$ cat src/hw/rtl/hlst_pkg.sv
// Held lock set tracker: shared types and constants.
// No dependencies; imported by hlst_cell and held_lock_set_tracker.
`default_nettype none

package hlst_pkg;

  localparam int unsigned ID_W    = 64;
  localparam int unsigned COUNT_W = 4;

  localparam logic FUNC_ADD    = 1'b0;
  localparam logic FUNC_REMOVE = 1'b1;

  // Search token and "match seen upstream" flag passed cell to cell.
  typedef struct packed {
    logic tok;
    logic del;
  } hlst_link_t;

endpackage

`default_nettype wire

$ cat src/hw/rtl/held_lock_set_tracker.sv
// Held lock set tracker top level: control, count, and chain of slot cells.
// Depends on hlst_pkg and hlst_cell.
//
//   channel  direction  handshake              payload
//   in       input      in_valid_i/in_stall_o   func_i, lock_id_i
//   out      output     out_valid_o/out_stall_i held_count_o, overflowed_o, hit_o
//
// Add: slot written at accept; the result goes out through the DONE state.
// Remove: a search token walks the cell chain one slot per cycle, then the slots
// past the match all shift down by one together.
// One request in flight; the result waits in the output register under stall.
// Reset empties the set (count and overflow zero); slot contents are not cleared.
`default_nettype none

module held_lock_set_tracker #(
  parameter int unsigned CAPACITY = 10
) (
  input  logic                      clk_i,
  input  logic                      rst_ni,
  input  logic                      in_valid_i,
  output logic                      in_stall_o,
  input  logic                      func_i,
  input  logic [hlst_pkg::ID_W-1:0] lock_id_i,
  output logic                      out_valid_o,
  input  logic                      out_stall_i,
  output logic [hlst_pkg::COUNT_W-1:0] held_count_o,
  output logic                      overflowed_o,
  output logic                      hit_o
);
  import hlst_pkg::*;

  localparam int unsigned CW = $clog2(CAPACITY + 1);
  localparam logic [CW-1:0] CAP_C = CW'(CAPACITY);

  localparam logic [1:0] ST_IDLE = 2'd0;
  localparam logic [1:0] ST_SCAN = 2'd1;
  localparam logic [1:0] ST_DONE = 2'd2;

  logic [1:0]      state_q, state_d;
  logic [CW-1:0]   count_q, count_d;
  logic            full_q, full_d;
  logic            hit_pend_q, hit_pend_d;
  logic            start_q;
  logic [ID_W-1:0] key_q;

  logic                    out_valid_q;
  logic [COUNT_W-1:0]      held_count_q;
  logic                    overflowed_q;
  logic                    hit_q;

  logic            in_acc;
  logic            add_ok;
  logic            shift;
  logic            found;
  logic            scan_end;
  logic            out_load;
  logic [ID_W-1:0] key_bus;
  logic [CW+COUNT_W-1:0] count_ext;

  logic [ID_W-1:0] entry_w [CAPACITY];
  hlst_link_t      link_w  [CAPACITY+1];
  logic [CAPACITY-1:0] tok_vec;

  assign in_acc   = in_valid_i && !in_stall_o;
  assign add_ok   = in_acc && (func_i == FUNC_ADD) && !full_q && (count_q < CAP_C);
  assign key_bus  = (state_q == ST_IDLE) ? lock_id_i : key_q;
  assign scan_end = (state_q == ST_SCAN) && link_w[CAPACITY].tok;
  assign found    = link_w[CAPACITY].del;
  assign shift    = scan_end && found;
  assign out_load = (state_q == ST_DONE) && (!out_valid_q || !out_stall_i);

  assign link_w[0] = '{tok: start_q, del: 1'b0};

  for (genvar i = 0; i < CAPACITY; i++) begin : g_cell
    localparam logic [CW-1:0] IDX = CW'(i);
    logic [ID_W-1:0] next_entry;

    if (i == CAPACITY - 1) begin : g_last
      assign next_entry = entry_w[i];
    end else begin : g_mid
      assign next_entry = entry_w[i+1];
    end

    hlst_cell u_cell (
      .clk_i       (clk_i),
      .rst_ni      (rst_ni),
      .key_i       (key_bus),
      .load_i      (add_ok && (count_q == IDX)),
      .live_i      (count_q > IDX),
      .shift_i     (shift),
      .next_entry_i(next_entry),
      .link_i      (link_w[i]),
      .link_o      (link_w[i+1]),
      .entry_o     (entry_w[i])
    );

    assign tok_vec[i] = link_w[i].tok;
  end

  always_comb begin
    state_d    = state_q;
    count_d    = count_q;
    full_d     = full_q;
    hit_pend_d = hit_pend_q;
    case (state_q)
      ST_IDLE: begin
        if (in_acc) begin
          if (func_i == FUNC_ADD) begin
            hit_pend_d = 1'b0;
            state_d    = ST_DONE;
            if (!full_q) begin
              if (count_q < CAP_C) begin
                count_d    = count_q + 1'b1;
                hit_pend_d = 1'b1;
                full_d     = (count_q + 1'b1) == CAP_C;
              end else begin
                full_d = 1'b1;
              end
            end
          end else begin
            state_d = ST_SCAN;
          end
        end
      end
      ST_SCAN: begin
        if (scan_end) begin
          hit_pend_d = found;
          state_d    = ST_DONE;
          if (found) begin
            count_d = count_q - 1'b1;
            full_d  = 1'b0;
          end
        end
      end
      ST_DONE: begin
        if (out_load) begin
          state_d = ST_IDLE;
        end
      end
      default: begin
        state_d = ST_IDLE;
      end
    endcase
  end

  always_ff @(posedge clk_i or negedge rst_ni) begin
    if (!rst_ni) begin
      state_q     <= ST_IDLE;
      count_q     <= '0;
      full_q      <= 1'b0;
      hit_pend_q  <= 1'b0;
      start_q     <= 1'b0;
      out_valid_q <= 1'b0;
    end else begin
      state_q    <= state_d;
      count_q    <= count_d;
      full_q     <= full_d;
      hit_pend_q <= hit_pend_d;
      start_q    <= in_acc && (func_i == FUNC_REMOVE);
      if (out_load) begin
        out_valid_q <= 1'b1;
      end else if (!out_stall_i) begin
        out_valid_q <= 1'b0;
      end
    end
  end

  assign count_ext = {{COUNT_W{1'b0}}, count_q};

  always_ff @(posedge clk_i) begin
    if (in_acc) begin
      key_q <= lock_id_i;
    end
    if (out_load) begin
      held_count_q <= count_ext[COUNT_W-1:0];
      overflowed_q <= full_q;
      hit_q        <= hit_pend_q;
    end
  end

  assign in_stall_o   = state_q != ST_IDLE;
  assign out_valid_o  = out_valid_q;
  assign held_count_o = held_count_q;
  assign overflowed_o = overflowed_q;
  assign hit_o        = hit_q;

`ifndef SYNTHESIS
  a_count_bound: assert property (@(posedge clk_i) disable iff (!rst_ni)
    count_q <= CAP_C)
    else $error("held count above capacity");

  a_full_means_cap: assert property (@(posedge clk_i) disable iff (!rst_ni)
    full_q |-> (count_q == CAP_C))
    else $error("overflow flag without a full table");

  a_one_token: assert property (@(posedge clk_i) disable iff (!rst_ni)
    $onehot0(tok_vec))
    else $error("more than one search token in the chain");

  a_token_only_in_scan: assert property (@(posedge clk_i) disable iff (!rst_ni)
    (tok_vec != '0) |-> (state_q == ST_SCAN))
    else $error("search token outside a remove");

  a_result_follows: assert property (@(posedge clk_i) disable iff (!rst_ni)
    out_load |=> (out_valid_q && (state_q == ST_IDLE)))
    else $error("result not presented after completion");
`endif

endmodule

`default_nettype wire

$ cat src/hw/rtl/hlst_cell.sv
// Held lock set tracker: one table slot of the cell chain.
// Depends on hlst_pkg (ID_W, hlst_link_t).
`default_nettype none

module hlst_cell (
  input  logic                     clk_i,
  input  logic                     rst_ni,
  input  logic [hlst_pkg::ID_W-1:0] key_i,
  input  logic                     load_i,
  input  logic                     live_i,
  input  logic                     shift_i,
  input  logic [hlst_pkg::ID_W-1:0] next_entry_i,
  input  hlst_pkg::hlst_link_t     link_i,
  output hlst_pkg::hlst_link_t     link_o,
  output logic [hlst_pkg::ID_W-1:0] entry_o
);
  import hlst_pkg::*;

  logic [ID_W-1:0] entry_q;
  logic            tok_q;
  logic            del_q, del_d;
  logic            match;

  // Compare only while the token sits here and the slot holds a live entry.
  assign match = link_i.tok && live_i && (entry_q == key_i);
  // Once a match is seen, every slot from there on closes the gap.
  assign del_d = link_i.tok ? (link_i.del | match) : del_q;

  always_ff @(posedge clk_i) begin
    if (load_i) begin
      entry_q <= key_i;
    end else if (shift_i && del_q) begin
      entry_q <= next_entry_i;
    end
  end

  always_ff @(posedge clk_i or negedge rst_ni) begin
    if (!rst_ni) begin
      tok_q <= 1'b0;
      del_q <= 1'b0;
    end else begin
      tok_q <= link_i.tok;
      del_q <= del_d;
    end
  end

  assign link_o.tok = tok_q;
  assign link_o.del = del_q;
  assign entry_o    = entry_q;

endmodule

`default_nettype wire
$ cat config.mk
export PLATFORM = sky130hd
export DESIGN_NAME = held_lock_set_tracker
export DESIGN_NICKNAME = d
export VERILOG_FILES = /design/src/hw/rtl/hlst_pkg.sv /design/src/hw/rtl/held_lock_set_tracker.sv /design/src/hw/rtl/hlst_cell.sv
export SDC_FILE = /design/constraint.sdc
export NUM_CORES = 2
export LEC_CHECK = 0
export BUFFER_PORTS_ARGS = -buffer_cell sky130_fd_sc_hd__buf_2
export CAP_MARGIN = 10
export CORE_UTILIZATION = 50
export CTS_CLUSTER_DIAMETER = 60
export DETAILED_ROUTE_END_ITERATION = 6
export PLACE_DENSITY = 0.65
export SLEW_MARGIN = 10
export SYNTH_ARGS = -nofsm -noshare
export SYNTH_HDL_FRONTEND = slang
export SYNTH_HIERARCHICAL = 1
export SYNTH_SLANG_ARGS = --single-unit
$ cat constraint.sdc
create_clock -name clk_i -period 4.9 [get_ports clk_i]
set_input_delay 0.245 -clock clk_i [delete_from_list [all_inputs] [get_ports clk_i]]
set_output_delay 0.245 -clock clk_i [all_outputs]
set_load 0.005 [all_outputs]
## Word level (Yosys, flattened, before mapping)

Cells that the tools add are included.

| storage, ports and cells | value |
|---|---|
| input port bits | 69 |
| flip-flop bits (word level) | 740 |
| output and inout bits | 8 |
| word-level logic and storage cells | 208 |

| operators by class | value |
|---|---|
| $lt $le $gt $ge | 11 |
| reduce and logical (&&, ||, !) cells | 69 |
| equality and inequality tests | 30 |
| add/sub/neg operators | 2 |
| muxes and demuxes | 46 |
| bitwise operators | 10 |

Operators by type and width:

| cell | number |
|---|---|
| 64-bit two-way mux | 19 |
| 64-bit equality test | 10 |
| 1-bit logical AND | 47 |
| 4-bit two-way mux | 6 |
| 2-bit nonzero test | 11 |
| 4-bit by 3-bit equality test with 1-bit output, second input constant | 4 |
| 4-bit by 3-bit > comparator with 1-bit output, second input constant | 4 |
| 1-bit two-way mux | 13 |
| 4-bit equality test, second input constant | 3 |
| 2-bit != test, second input constant | 5 |
| 1-bit OR | 9 |
| 4-bit by 2-bit equality test with 1-bit output, second input constant | 2 |
| 4-bit by 1-bit > comparator with 1-bit output, second input constant | 2 |
| 4-bit by 2-bit > comparator with 1-bit output, second input constant | 2 |
| 4-bit > comparator, second input constant | 2 |
| 2-bit two-way mux | 4 |
| 4-bit case mux with 2 select lines | 1 |
| 7-bit AND reduction | 1 |
| 2-bit by 1-bit != test with 1-bit output, second input constant | 3 |
| 2-bit case mux with 3 select lines | 1 |
| 5-bit AND reduction | 1 |
| 4-bit by 1-bit adder with 4-bit output, second input constant | 1 |
| 4-bit by 1-bit equality test with 1-bit output, second input constant | 1 |
| 1-bit zero test | 4 |
| other kinds (11) | 12 |

## Depth between registers and ports, before layout

| depth | value |
|---|---|
| depth after elaboration | 8 |
| gate-level depth with buffers | 11 |
| gate-level depth less buffers | 8 |

## Modules after synthesis

Netlist, hierarchy kept.

By module, submodules not included:

| module | times used | area an instance (sq um) | sequential area each (sq um) | cells an instance |
|---|---|---|---|---|
| hlst_cell | 10 | 3517.1 | 1971.9 | 243 |
| held_lock_set_tracker | 1 | 3736.1 | 2352.3 | 236 |

## Least setup slack after synthesis

Ideal clock, no wire load.

| path | value |
|---|---|
| kind | reg-to-reg |
| from | register state_q[1] |
| to | register g_cell[4].u_cell.entry_q[0] (enable) |
| setup slack | 1287 ps |
| cell stages (with the launch flop) | 9 |
| path buffers | 3 |
| setup time | 421 ps |
| data required time | 4479 ps |
| arrival | 3192 ps |
| period minus slack after synthesis | 3613 ps |
| path through | dfrtp_1 > buf_6 > nor4b_4 > nor3b_4 > nand2_1 > nor3_1 > clkbuf_1 > buf_2 > a21o_1 |

| on the way | value |
|---|---|
| longest elaborated chain between the ends | 8 |
| elaborated cells on any way between the ends | 12 |
| those cells by class | eq/ne: 1; reduce/logical: 11 |

RTL lines:

| item | line | source |
|---|---|---|
| start, declared | held_lock_set_tracker.sv:39 | `logic [1:0] state_q, state_d;` |
| start signal, assigned | held_lock_set_tracker.sv:155 | `state_q <= state_d;` |
| 2-bit nonzero test | held_lock_set_tracker.sv:181 | `assign in_stall_o = state_q != ST_IDLE;` |
| 1-bit zero test | held_lock_set_tracker.sv:64 | `assign in_acc = in_valid_i && !in_stall_o;` |
| 1-bit logical AND | held_lock_set_tracker.sv:64 |  |
| 1-bit logical AND (3 in a row) | held_lock_set_tracker.sv:65 | `assign add_ok = in_acc && (func_i == FUNC_ADD) && !full_q && (count_q < CAP_C);` |
| 1-bit logical AND | held_lock_set_tracker.sv:88 | `.load_i (add_ok && (count_q == IDX)),` |
| 2-bit nonzero test (no source line) * | - |  |
| end signal, assigned | hlst_cell.sv:31 | `entry_q <= key_i;` |
| end signal, assigned | hlst_cell.sv:33 | `entry_q <= next_entry_i;` |
| end, declared | hlst_cell.sv:19 | `logic [ID_W-1:0] entry_q;` |

Every way passes the cells marked *; elsewhere a longest branch is shown, timed or not.
A chain may end at the register's enable or synchronous reset.

## Worst setup path in the final report

| path | value |
|---|---|
| from | register state_q[0] |
| to | register g_cell[8].u_cell.del_q |

| on the way | value |
|---|---|
| longest elaborated chain between the ends | 5 |

RTL lines:

| item | line | source |
|---|---|---|
| 2-bit zero test | held_lock_set_tracker.sv:66 | `assign key_bus = (state_q == ST_IDLE) ? lock_id_i : key_q;` |
| 64-bit two-way mux | held_lock_set_tracker.sv:66 |  |
| via key_bus[61] | held_lock_set_tracker.sv:57 | `logic [ID_W-1:0] key_bus;` |
| 64-bit equality test | hlst_cell.sv:25 | `assign match = link_i.tok && live_i && (entry_q == key_i);` |
| 1-bit logical AND | hlst_cell.sv:25 |  |
| 1-bit OR | hlst_cell.sv:27 | `assign del_d = link_i.tok ? (link_i.del \| match) : del_q;` |
| end signal, assigned | hlst_cell.sv:43 | `del_q <= del_d;` |
| end, declared | hlst_cell.sv:21 | `logic del_q, del_d;` |

The timed path passes the listed nets, and every way through them passes these cells.

==> results.yml <==
die:
  dieWidth_um: 281.0
  die_area_mm2: 0.07893
  design.core.area_mm2: 0.07645
  start_util_pct: 50.89
  die_height_um: 281.0
  rows: 101
  ioPinCount: 77
critical_path:
  endpoint_kind: "register"
  crit_path_max_fanout: 31
  crit_path_start_kind: "register"
  crit_path_top_delay_cell: "dfrtp_1"
  critPathBufInv: 3
  crit_family: "buffers and inverters"
  worstSetupPathType: "reg2reg"
  slowest_delay_ns: 0.61
  crit_chain: "nor2_4 -> inv_2 -> buf_4 -> mux2_2 -> xnor2_1 -> nand4_1 -> nor3_1 -> buf_4 -> nand4_1 -> o21ai_1"
  worstPathArrival_ns: 4.29
  critPathRequiredTime_ns: 5.43
global_route:
  grt_pass1_vias: 23081
  grt_usage_pct: 22.14
  grt_overflow: 0
  grt_max_degree: 65
  antenna_found_initial: 0
  grt_pass1_wl_mm: 135.3
finish:
  drive_gt1_share_pct: 33.62
  layout_common_cells: "edfxtp_1, mux2_2, xnor2_1"
  utilization_pct: 57.36
  postLayoutCellArea_mm2: 0.04385
  antenna_cells: 0
  finalNetCount: 2901
  final_common_cell: "edfxtp_1"
  area_growth_syn_to_layout_pct: 12.71
  finalNonFillerCells: 3924
sta:
  rsz0062_at_grt: "no"
  fin_crit_sh_pct: 76.84
  min_period_ns: 3.765
  setup_slack_ns: 1.135
  tns_ns: 0
  fin_hold_ws_ns: 0.2955
  timing.fmax_mhz: 265.6
  maxSlewHeadroom_pct: 21.81
  finClkSkew_ns: 0.01519
  tightest_slew_ns: 1.173
  maxSlewViolCount: 0
  final-hold-violation-count: 0
  setup_viol: 0
yosys:
  synth_area_leaders: "edfxtp_1, mux2_2, xnor2_1"
  synth_area_mm2: 0.03891
  syn_inst: 2666
  synth_top_area_cell: "edfxtp_1"
  synth_area_per_cell_um2: 14.59
  synth.ff_latch_count: 740
  yosysTopAreaCellShare_pct: 54.80
  synth_edf_count: 710
  synth.distinct_cells: 52
  syn_nets: 2740
  yosysWarningCount: 6
  ys.flop_type: "edfxtp_1"
  ys_async_sr_fraction_pct: 4.054
  yosysSeqAreaShare_pct: 56.73
detailed_routing:
  num_vias: 22085
  avgRoutedWirePerCell_um: 22.14
  postRouteAntennaNets: 0
  drt-pass1-iter-count: 5
  wl_mm: 86.89
  via_per_inst: 5.628
  drc: 0
  drtIter0Drc: 1357
power_and_ir_drop:
  p_total_mw: 20.78
  irDropWorstVdd_v: 0.0002908
  p_leak_nw: 13.98
  power_density_mw_per_mm2: 473.9
run_status:
  status: "complete, no violations"
placement:
  post_dp_cell_area_mm2: 0.04036
  port_buffers: 76
  pre_cts_ws_ns: 1.126
  hpwl_mm: 60.36
  place_inst: 3706
  place.gp.congestion: 0.8549
run:
  cap_violations: 0
clock_network:
  cts_num_sinks: 740
  clockBufferDepth: 3
  tritoncts: "yes"
  htree_num_levels: 3
  root_buffer: "clkbuf_16"
  clkTransAtPathRegs_ns: 0.06
  clock_latency_ns: 0.61
  cts_setup_buffers: 0
  tritoncts.num_buffers: 81
worst_hold_path:
  hp-class: "in2async"
[Yosys cell counts, types with 2 or more instances]
master / n
a2111oi_2: 10
a21boi_0: 2
a21o_1: 11
a21oi_1: 3
a221o_1: 10
a222oi_1: 10
a22o_1: 10
and2_1: 3
and3_1: 8
and4_1: 2
buf_2: 53
buf_4: 20
buf_6: 8
clkbuf_1: 22
clkinv_1: 10
dfrtp_1: 30
edfxtp_1: 710
ha_1: 5
inv_1: 106
mux2_1: 8
mux2_2: 697
mux2i_1: 12
nand2_1: 15
nand2b_1: 73
nand3_1: 20
nand4_1: 120
nor2_1: 18
nor2b_1: 11
nor3_1: 12
nor3_2: 2
nor4_1: 40
o2111ai_1: 20
o21ai_0: 6
o21ai_1: 10
o221ai_1: 30
o22ai_1: 12
xnor2_1: 482
xor2_1: 31
[what timing repair did]
item	in CTS	in global routing
hold endpoints to repair	97	0
gates resized for setup	0	0
hold buffers	68	0
[path summary, 6_finish.rpt]
check / startpoint / endpoint / slack (ns) / cells after the start
max reg2reg: state_q[0]$_DFFE_PN0P_ / g_cell[8].u_cell/del_q$_DFFE_PN0P_ / 1.13 / 10
min reg2reg: g_cell[7].u_cell/tok_q$_DFF_PN0_ / g_cell[8].u_cell/tok_q$_DFF_PN0_ / 0.42 / 0
min in group clk_i: lock_id_i[45] / key_q[45]$_DFFE_PN_ / 0.36 / 2
max: state_q[0]$_DFFE_PN0P_ / g_cell[8].u_cell/del_q$_DFFE_PN0P_ / 1.13 / 10
min: rst_ni / g_cell[1].u_cell/del_q$_DFFE_PN0P_ / 0.30 / 2
max in group asynchronous: rst_ni / g_cell[9].u_cell/tok_q$_DFF_PN0_ / 4.02 / 2
[area by class of cell]
| class | count | area [µm²] |
|---|---|---|
| Inverter | 117 | 439.2 |
| Sequential cell | 740 | 22070 |
| Clock buffer | 101 | 2270 |
| Fill cell | 5979 | 32600 |
| Timing Repair Buffer | 181 | 1339 |
| Tap cell | 1030 | 1289 |
| Multi-Input combinational cell | 1706 | 15900 |
| Clock inverter | 49 | 545.5 |
[sequential cells by signal, indices dropped and copies added (netlist names)]
name	count
key_q	64
hit_o	1
held_count_o	4
state_q	2
full_q	1
start_q	1
g_cell.u_cell/tok_q	10
count_q	4
out_valid_o	1
hit_pend_q	1
g_cell.u_cell/entry_o	640
overflowed_o	1
g_cell.u_cell/del_q	10
[per-layer routing]
metal	track usage, %	up-vias	share of wire (%)
met5	0	-	0
met4	6.193	0	2.1
met3	2.693	110	4.3
met2	37.44	466	48
met1	29.96	11126	45
li1	-	10383	-
[power breakdown]
group	switching (mW)	leakage, nW	internal, mW	total [mW]
Sequential	0.466	6.80	7.78	8.25
Combinational	3.71	5.81	2.42	6.13
Clock	2.49	1.37	3.91	6.41
Total	6.67	14.0	14.1	20.8
[cell families after synthesis]
family	Yosys count	share of synthesized area, %
mux	717	20.71
simple gates	332	5.171
other cells	1	0.009638
fa+ha+maj	5	0.1608
flops	740	56.73
xor+xnor	513	11.55
compound gates	138	3.029
buf+inv	220	2.640
No activity file was read; power rests on OpenSTA's default activity.
